**config.mk**
```make
export PLATFORM = sky130hd
export DESIGN_NAME = m4v4_lane
export DESIGN_NICKNAME = d
export VERILOG_FILES = /design/src/rtl/core/m4v4_pkg.sv /design/src/rtl/core/m4v4_lane.sv
export SDC_FILE = /design/constraint.sdc
export NUM_CORES = 2
export LEC_CHECK = 0
export BUFFER_PORTS_ARGS = -buffer_cell sky130_fd_sc_hd__buf_2
export CAP_MARGIN = 20
export CORE_AREA = 2 2 395 201
export DETAILED_ROUTE_END_ITERATION = 12
export DIE_AREA = 0 0 397 203
export PLACE_DENSITY = 0.8
export SLEW_MARGIN = 20
export SYNTH_ARGS = -nofsm -noshare
export SYNTH_HDL_FRONTEND = slang
export SYNTH_SLANG_ARGS = --single-unit
export TNS_END_PERCENT = 10
```
**constraint.sdc**
```tcl
create_clock -name clk -period 6.5 [get_ports clk]
set_input_delay 1.3 -clock clk [delete_from_list [all_inputs] [get_ports clk]]
set_output_delay 1.3 -clock clk [all_outputs]
set_load 0.01 [all_outputs]
```
**src/rtl/core/m4v4_pkg.sv**
```systemverilog
// m4v4_pkg: shared widths, payload types, pipeline control struct and the
// reset image of the matrix registers for the 4x4 matrix-vector transform.
// No dependencies.
package m4v4_pkg;

  localparam int VEC_W     = 16;
  localparam int OUT_W     = 22;
  localparam int LANES     = 4;
  localparam int NUM_REGS  = 8;
  localparam int REG_IDX_W = $clog2(NUM_REGS);
  localparam int CFG_IDX_W = 4;
  localparam int CFG_W     = 32;
  localparam int PROD_W    = 2 * VEC_W;
  localparam int SUM_W     = PROD_W + 2;

  typedef logic signed [VEC_W-1:0] elem_t;
  typedef logic signed [OUT_W-1:0] res_t;
  typedef logic [CFG_W-1:0]        cfg_word_t;

  typedef struct packed {
    logic s1_en;
    logic s2_en;
  } pipe_ctrl_t;

  localparam cfg_word_t CFG_RESET [NUM_REGS] = '{
    32'h0000_1000, 32'h0000_0000,
    32'h1000_0000, 32'h0000_0000,
    32'h0000_0000, 32'h0000_1000,
    32'h0000_0000, 32'h1000_0000
  };

endpackage

```
**src/rtl/core/m4v4_lane.sv**
```systemverilog
// m4v4_lane: one matrix row dot the input vector; registered products,
// then sum and floor shift to the output format.
// Depends on m4v4_pkg.
module m4v4_lane #(
  parameter int FRAC_BITS = 12,
  parameter int COLS      = 4,
  parameter bit ROW_EN    = 1'b1
) (
  input  logic           clk,
  input  logic           en,
  input  m4v4_pkg::elem_t row [m4v4_pkg::LANES],
  input  m4v4_pkg::elem_t vec [m4v4_pkg::LANES],
  output m4v4_pkg::res_t  dot
);

  logic signed [m4v4_pkg::PROD_W-1:0] prod_r [m4v4_pkg::LANES];
  logic signed [m4v4_pkg::SUM_W-1:0]  sum;
  logic signed [m4v4_pkg::SUM_W-1:0]  shifted;

  always_ff @(posedge clk) begin
    if (en) begin
      for (int c = 0; c < m4v4_pkg::LANES; c++) begin
        if (c < COLS) begin
          prod_r[c] <= row[c] * vec[c];
        end else begin
          prod_r[c] <= '0;
        end
      end
    end
  end

  always_comb begin
    sum = '0;
    for (int c = 0; c < m4v4_pkg::LANES; c++) begin
      sum = sum + m4v4_pkg::SUM_W'(prod_r[c]);
    end
    shifted = sum >>> FRAC_BITS;
    dot     = ROW_EN ? shifted[m4v4_pkg::OUT_W-1:0] : '0;
  end

endmodule

```
==> impl_metrics.tcl <==
set metrics [dict create \
    status "complete, but fails checks" \
    violations "setup timing" \
    ys_types 85 \
    max_stage_delay_ps 580 \
    wire_per_inst_um 17.7 \
    clockBufferDepth 3 \
    core_sq_mm 0.0768 \
    die_x_um 397 \
    worstSetupStartpointType "input pin" \
    die_h_um 203 \
    synth_top_cell_by_area "fa_1" \
    cp.arrival_ps 6860 \
    final_util_pct 69.9 \
    drtIter0Drc 2203 \
    worstPathMaxFanout 10 \
    dieArea_sq_mm 0.0806 \
    async_flop_share_pct 0 \
    first_global_vias 38800 \
    io_pins 152 \
    grt_use_total_pct 29.9 \
    rsz0062_at_grt "true" \
    drive_above_1_share_pct 17.9 \
    hold_class "input pin to register" \
    max_slew.worst_pin.slew_ps 911 \
    grt-ovfl-total 0 \
    place_hpwl_um 98700 \
    routed_wl_um 113000 \
    fmax_ghz 0.151 \
    dr.pass1.iters 6 \
    antenna_found_initial 4 \
    synth_edf_count 128 \
    synth_top_flop_cell "edfxtp_1" \
    place_ws_ps -698 \
    drcViolationCount 0 \
    placementRows 72 \
    synth_top_area_share_pct 48.5 \
    cts_buffers 25 \
    synth_seq_cells 128 \
    root_buffer "clkbuf_16" \
    cts_tree "done" \
    nNetsFinal 6955 \
    path_common_cell "fa_1" \
    vias_per_cell 5.40 \
    cap_violations 0 \
    endpoint_kind "register" \
    setup_viol 13 \
    synth_nets 6300 \
    cts_hold_buf 0 \
    grt_max_degree 70 \
    min_period_ps 6620 \
    start_util_pct 59.7 \
    drv_slew 0 \
    antenna_left 0 \
    final_common_cell "inv_1" \
    area_delta_synth_final_pct 17.0 \
    final_cell_mix "inv_1, fa_1, buf_4, nand2_1, and2_1" \
    vias 34600 \
    syn-mean-instance-area_sq_um 9.76 \
    ys_seq_area_share_pct 8.38 \
    port_buffers 151 \
    required_ps 6740 \
    h-tree-depth 4 \
    largest_reg_flops 128 \
    cpMaxStageDelayCell "or4_4" \
    top_regs "prod_r (128)" \
    worst_slack_ps -116 \
    placed_cell_area_sq_mm 0.0523 \
    syn_inst 4699 \
    path_clk_slew_ps 60 \
    ys_warn_count 0 \
    regMostFlops "prod_r" \
    timing.slew.headroom_pct 39.3 \
    path_cells "buf_2, buf_4, and2_1, fa_1, fa_1, ha_1, fa_1, inv_1, fa_1, fa_1, inv_1, ha_1, o21a_1, o21ai_1, o31ai_4, a41oi_4, or4_4, nand3b_1, a221oi_2, xnor2_1, buf_4" \
    hold_viol 0 \
    cts_sinks 128 \
    grt_pass1_wl_um 191000 \
    routabilityCongestion 0.998 \
    fin_area_sq_mm 0.0537 \
    synthTopCellsByArea "fa_1, ha_1, inv_1" \
    whs_ps 1200 \
    worstSetupPathType "input pin to register" \
    min_period_over_period_pct 102 \
    syn-cell-area_sq_mm 0.0459 \
]
## path summary, 6_finish.rpt
kind | cells past startpoint | slack (ps) | endpoint | startpoint
worst max-delay path | 21 | -120 | prod_r[3][30]$_DFFE_PP_ | vec[4]
worst min-delay path | 1 | 1200 | prod_r[2][31]$_DFFE_PP_ | en
## through the flow
stage          setup TNS (ps)  cells
6_report                 -831   6396
3_3_place_gp           -19310   6349
3_5_place_dp           -24450   6349
4_1_cts                  -269   6388
5_1_grt                 -6100   6395
2_1_floorplan           -3320   4699
## logic make-up (layout without fill, tap and decap cells)
kind of cell	Yosys count	count (layout)	share of synthesized area (%)
XOR/XNOR	137	137	2.62
other	0	2	0
AND/OR/NAND/NOR	1300	1300	14.3
multiplexers	3	3	0.0654
AO/OA/AOI/OAI	376	376	5.81
flip-flops	128	128	8.38
buffers and inverters	1284	1943	10.5
adder cells (fa/ha/maj)	1471	1471	58.3
## final cells by class
cell class | instances | area, sq um
multi-input cells | 3287 | 37900
fillers | 5510 | 23200
repair buffers | 768 | 5630
inverters | 1144 | 4300
flip-flops and latches | 128 | 3840
well taps | 1036 | 1300
clock buffers | 26 | 629
clock inverters | 5 | 46.3
diodes | 2 | 5.00
## cell usage after synthesis (all sizes together), types with 19 or more instances
master and number:
nand3 19, nand2 511, and2 512, nor3 27
inv 1144, o21bai 23, nand2b 27, a211oi 21
a21oi 96, clkbuf 135, fa 1112, xnor2 99
edfxtp 128, xor2 38, a21o 40, nor2 117
ha 359, o21ai 66
## critical path: cells and delay by family
kind	cells	cell delay [ps]
AOI/OAI and AO/OA	5	900
adders and majority gates	7	2970
xor gates and xnor gates	1	150
buffers and inverters	5	610
and+or+nand+nor	3	930
## per-layer routing
layer  up-vias  GRT usage, %  part of all wire (%)
met5         -             0                     0
met4         0          8.38                   3.3
met3       245          5.98                   7.7
met2      1094          50.1                    49
met1     17800          40.0                    40
li1      15400             -                     -
## timing repair
| item | 4_1_cts | 5_1_grt |
|---|---|---|
| pin swaps | 41 | 56 |
| hold endpoints to repair | 0 | 0 |
| buffers inserted | 8 | 6 |
| gates resized for setup | 69 | 77 |
| endpoints found under the setup margin | 28 | 51 |
Power is left out: the tool's default activity adds up to more than one toggle a clock period on the data nets, which glitch-free logic cannot reach.
