**config.mk**
```make
export PLATFORM = sky130hd
export DESIGN_NAME = m4v4_merge
export DESIGN_NICKNAME = d
export VERILOG_FILES = /design/src/rtl/core/m4v4_pkg.sv /design/src/rtl/core/m4v4_merge.sv
export SDC_FILE = /design/constraint.sdc
export NUM_CORES = 1
export LEC_CHECK = 0
export BUFFER_PORTS_ARGS = -buffer_cell sky130_fd_sc_hd__buf_2
export CORE_ASPECT_RATIO = 0.9
export CORE_MARGIN = 2
export CORE_UTILIZATION = 43
export CTS_BUF_LIST = sky130_fd_sc_hd__clkbuf_4 sky130_fd_sc_hd__clkbuf_8
export DETAILED_ROUTE_END_ITERATION = 16
export GPL_TIMING_DRIVEN = 0
export PLACE_DENSITY = 0.82
export SETUP_SLACK_MARGIN = 0.5
export SLEW_MARGIN = 20
export SYNTH_ARGS = -nofsm -noshare
export SYNTH_HDL_FRONTEND = slang
export SYNTH_SLANG_ARGS = --single-unit
export TNS_END_PERCENT = 30
```
**constraint.sdc**
```tcl
create_clock -name clk -period 2.54 [get_ports clk]
set_input_delay 0.381 -clock clk [delete_from_list [all_inputs] [get_ports clk]]
set_output_delay 0.381 -clock clk [all_outputs]
set_load 0.02 [all_outputs]
```
**src/rtl/core/m4v4_pkg.sv**
```systemverilog
// m4v4_pkg: shared widths, payload types, pipeline control struct and the
// reset image of the matrix registers for the 4x4 matrix-vector transform.
// No dependencies.
package m4v4_pkg;

  localparam int VEC_W     = 16;
  localparam int OUT_W     = 22;
  localparam int LANES     = 4;
  localparam int NUM_REGS  = 8;
  localparam int REG_IDX_W = $clog2(NUM_REGS);
  localparam int CFG_IDX_W = 4;
  localparam int CFG_W     = 32;
  localparam int PROD_W    = 2 * VEC_W;
  localparam int SUM_W     = PROD_W + 2;

  typedef logic signed [VEC_W-1:0] elem_t;
  typedef logic signed [OUT_W-1:0] res_t;
  typedef logic [CFG_W-1:0]        cfg_word_t;

  typedef struct packed {
    logic s1_en;
    logic s2_en;
  } pipe_ctrl_t;

  localparam cfg_word_t CFG_RESET [NUM_REGS] = '{
    32'h0000_1000, 32'h0000_0000,
    32'h1000_0000, 32'h0000_0000,
    32'h0000_0000, 32'h0000_1000,
    32'h0000_0000, 32'h1000_0000
  };

endpackage

```
**src/rtl/core/m4v4_merge.sv**
```systemverilog
// m4v4_merge: pipeline flow control and the output register that gathers
// the four lane results into one result transfer.
// Depends on m4v4_pkg.
module m4v4_merge (
  input  logic                 clk,
  input  logic                 rst_n,
  input  logic                 in_valid,
  output logic                 in_ready,
  output m4v4_pkg::pipe_ctrl_t ctrl,
  input  m4v4_pkg::res_t       lane_dot [m4v4_pkg::LANES],
  output logic                 out_valid,
  input  logic                 out_ready,
  output m4v4_pkg::res_t       res [m4v4_pkg::LANES]
);

  logic           v1_r;
  logic           out_valid_r;
  m4v4_pkg::res_t res_r [m4v4_pkg::LANES];

  assign ctrl.s2_en = !out_valid_r || out_ready;
  assign ctrl.s1_en = !v1_r || ctrl.s2_en;
  assign in_ready   = ctrl.s1_en;
  assign out_valid  = out_valid_r;
  assign res        = res_r;

  always_ff @(posedge clk) begin
    if (!rst_n) begin
      v1_r        <= 1'b0;
      out_valid_r <= 1'b0;
    end else begin
      if (ctrl.s1_en) begin
        v1_r <= in_valid;
      end
      if (ctrl.s2_en) begin
        out_valid_r <= v1_r;
      end
    end
  end

  always_ff @(posedge clk) begin
    if (ctrl.s2_en) begin
      res_r <= lane_dot;
    end
  end

endmodule

```
==> key figures <==
Worst setup path
  • Worst R2R Setup Slack: 1.25 ns
  • CP Capture Type: output port
  • FF-to-FF Start: out_valid$_SDFFE_PN0P_
  • Critical Path AT: 1.51 ns
  • Crit start category: flip-flop
  • Reg2Reg Depth: 3
  • Critical Path RT: 2.16 ns
  • Capturing point of the worst reg2reg path: res[16]$_DFFE_PP_
  • Largest fanout on the critical path: 56
  • Crit path kind: reg -> out

Route
  • Routed WL per cell: 14.4 µm
  • Drt drc: 0
  • Vias per cell: 4.37
  • Post-route ant nets: 0
  • First DRT Iteration DRCs: between 60 and 70
  • Drt pass-1 iters: 4
  • Vias after detailed routing: 1679
  • WL final: roughly 5500 µm

Global route
  • Largest net degree at the start of global routing: 57
  • Vias in the first global route: 1716
  • First-pass GRT wire length: 8150 µm
  • Total congestion overflow: 0
  • Antenna violations before repair: 0
  • Gr usage total: 0.161

Synth
  • Top FF cell, synth: edfxtp_1
  • #FFs+latches synth: 90
  • Number of flops mapped to enable cells by yosys: 88
  • Post-Syn Area: ~2700 µm²
  • Sequential share of the synthesized area: 0.981
  • Synth top cells by count: edfxtp_1 (88), nand2_1 (3), dfxtp_1 (2)
  • Syn Area/Cell: 27.9 µm²
  • Share of synthesized registers carrying an async set or reset: 0
  • Synth Net Count: 190
  • Synth warnings: 0
  • Area contributors post-synth: edfxtp_1 (97%), dfxtp_1 (1.5%), nor2b_4 (0.50%), nand2_1 (0.41%), o21ai_2 (0.32%)
  • Unique masters post-synth: 8
  • Post-synthesis cell count: 98
  • Post-synth top area share: 0.966
  • Most frequent cell after synthesis: edfxtp_1
  • Yosys top cell by area: edfxtp_1

Timing
  • Max Clock Freq: 528 MHz
  • RSZ-0062 raised after global routing: no
  • Worst Skew: 0.00565 ns
  • Slew at the pin closest to its max-slew limit: between 0.2 and 0.3 ns
  • Min Tclk post-route: 1.89 ns
  • Setup total negative slack: 0 ns
  • Slew headroom: 0.826
  • Setup Viol. Count Final: 0
  • Fin. Hold Viols: 0
  • Tcrit/Tclk final: 0.746
  • Max Slew Vio Count: 0
  • Setup ws final: between 0.6 and 0.7 ns

Clocking
  • Depth of the CTS H-tree: 3
  • Worst-path clk slew: about 0.080 ns
  • Max Buffers Root-to-Sink: 2
  • Root buffer cell: clkbuf_8
  • CTS buffer count: 9
  • Insertion delay to the later sink of the worst-skew pair: around 0.34 ns
  • Total clock sinks: 90
  • TritonCTS clock tree: done

Placed design
  • Hpwl dp: 4220 µm
  • Placer Congestion: 0.704
  • Port Buffers: 183
  • Pre-CTS setup slack: around 0.73 ns
  • Post-DP Area: 3790 µm²

Layout
  • Antenna Cells: 0
  • Fraction of layout cells with a size suffix above 1: 0.677
  • FF+latch area: ~2700 µm²
  • Post-route cell area: 4030 µm²
  • Nets: approximately 390
  • Area Growth Syn to Fin: 47.2%
  • Multi-input logic area: ~41 µm²
  • Number of fill cells: 446

Min path
  • WHS Path Cells: 1
  • HP Class: in -> reg
  • Worst Hold End: res[80]$_DFFE_PP_
  • Min-delay src: lane_dot[80]

Pwr
  • Max rail drop VDD: 0.000601 V
  • Combinational share of power: 0.100
  • P_int: ~2.5 mW
  • Switching pwr: 0.668 mW
  • Clock power frac: 0.345
  • Power Density: slightly below 800 nW/µm²
  • Leak Pwr: 1.80 nW
  • Sequential share of power: 0.555
  • Switch share: 0.211

Floorplan
  • Initial Utilization: 0.445
  • Die H: 79.7 µm
  • Die area: 7020 µm²
  • Number of cell rows: 27
  • Die W: 88.1 µm
  • Area of the core: 6150 µm²
  • I/O pin total: 184

Run
  • Max-cap violations: 0

Outcome
  • Outcome: complete, no violations
## routing by layer
metal  global-route usage  up-vias  routed length [µm]
li1                     -      778                   -
met2                0.271      124                2770
met5                    0        -                   0
met1                0.173      768                1940
met4               0.0682        0                  78
met3               0.0755        9                 765
## worst max-delay path: stages, from the launching register on
cell and delay, ns:
dfxtp_1 0.32, nor2b_4 0.15, inv_8 0.19, buf_16 0.30
buf_2 0.22
## flip-flops by register name, summed over array words and instances (netlist names)
name	count
out_valid	1
res	88
v1_r	1
## worst max path at each step
stage	start	slack, ns	endpoint
after global placement	out_ready	0.02	ctrl[0]
after detailed placement	out_ready	0.73	ctrl[0]
after floorplan	out_valid$_SDFFE_PN0P_	0.59	res[0]$_DFFE_PP_
after global routing	out_valid$_SDFFE_PN0P_	0.54	ctrl[0]
after CTS	out_valid$_SDFFE_PN0P_	0.54	ctrl[0]
final	out_valid$_SDFFE_PN0P_	0.65	ctrl[0]
## power by group through the flow
| stage | Clock (mW) | Sequential [mW] | Combinational [mW] |
|---|---|---|---|
| 2_1_floorplan | 0 | 1.92 | 0.0190 |
| 3_3_place_gp | 0 | 1.79 | 0.309 |
| 3_5_place_dp | 0 | 1.79 | 0.319 |
| 4_1_cts | 1.12 | 1.76 | 0.320 |
| 5_1_grt | 1.17 | 1.77 | 0.337 |
| 6_report | 1.09 | 1.75 | 0.316 |
## cell families after synthesis
family | after synthesis | share of synthesized area
AND/OR/NAND/NOR | 4 | 0.00915
AO/OA/AOI/OAI | 2 | 0.00595
flip-flops | 90 | 0.981
buffers and inverters | 2 | 0.00412
## per-stage QoR
step / utilization / cells / power [mW] / hold slack (ns)
final: 0.655 / 384 / 3.16 / 0.211
after CTS: 0.654 / 384 / 3.20 / 0.191
after global routing: 0.655 / 384 / 3.28 / 0.187
after floorplan: - / 98 / 1.94 / 0.453
after global placement: 0.612 / 368 / 2.10 / 0.467
after detailed placement: 0.616 / 369 / 2.11 / 0.475
## final cells by class
type / instances / share of cell area
Clock buffer: 9 / 0.0308
Timing Repair Buffer: 184 / 0.234
Tap cell: 87 / 0.0270
Buffer: 1 / 0.00187
Clock inverter: 6 / 0.0264
Sequential cell: 90 / 0.666
Multi-Input combinational cell: 6 / 0.0103
Inverter: 1 / 0.00280
## what timing repair did
item,in CTS,in global routing
hold buffers,0,0
setup endpoints to repair,1,1
gates resized for setup,1,1
pin swaps,0,0
setup buffers,0,0
## layout by cell type, fill, tap and decap left out
master / n
clkbuf_8: 9
buf_2: 183
inv_8: 1
o21a_1: 1
bufinv_16: 3
o21ai_2: 1
nor2b_4: 1
buf_16: 1
clkinv_1: 2
dfxtp_1: 2
buf_4: 1
clkinv_4: 1
edfxtp_1: 88
nand2_1: 3
Note: power is estimated with default switching activity, not from simulation.
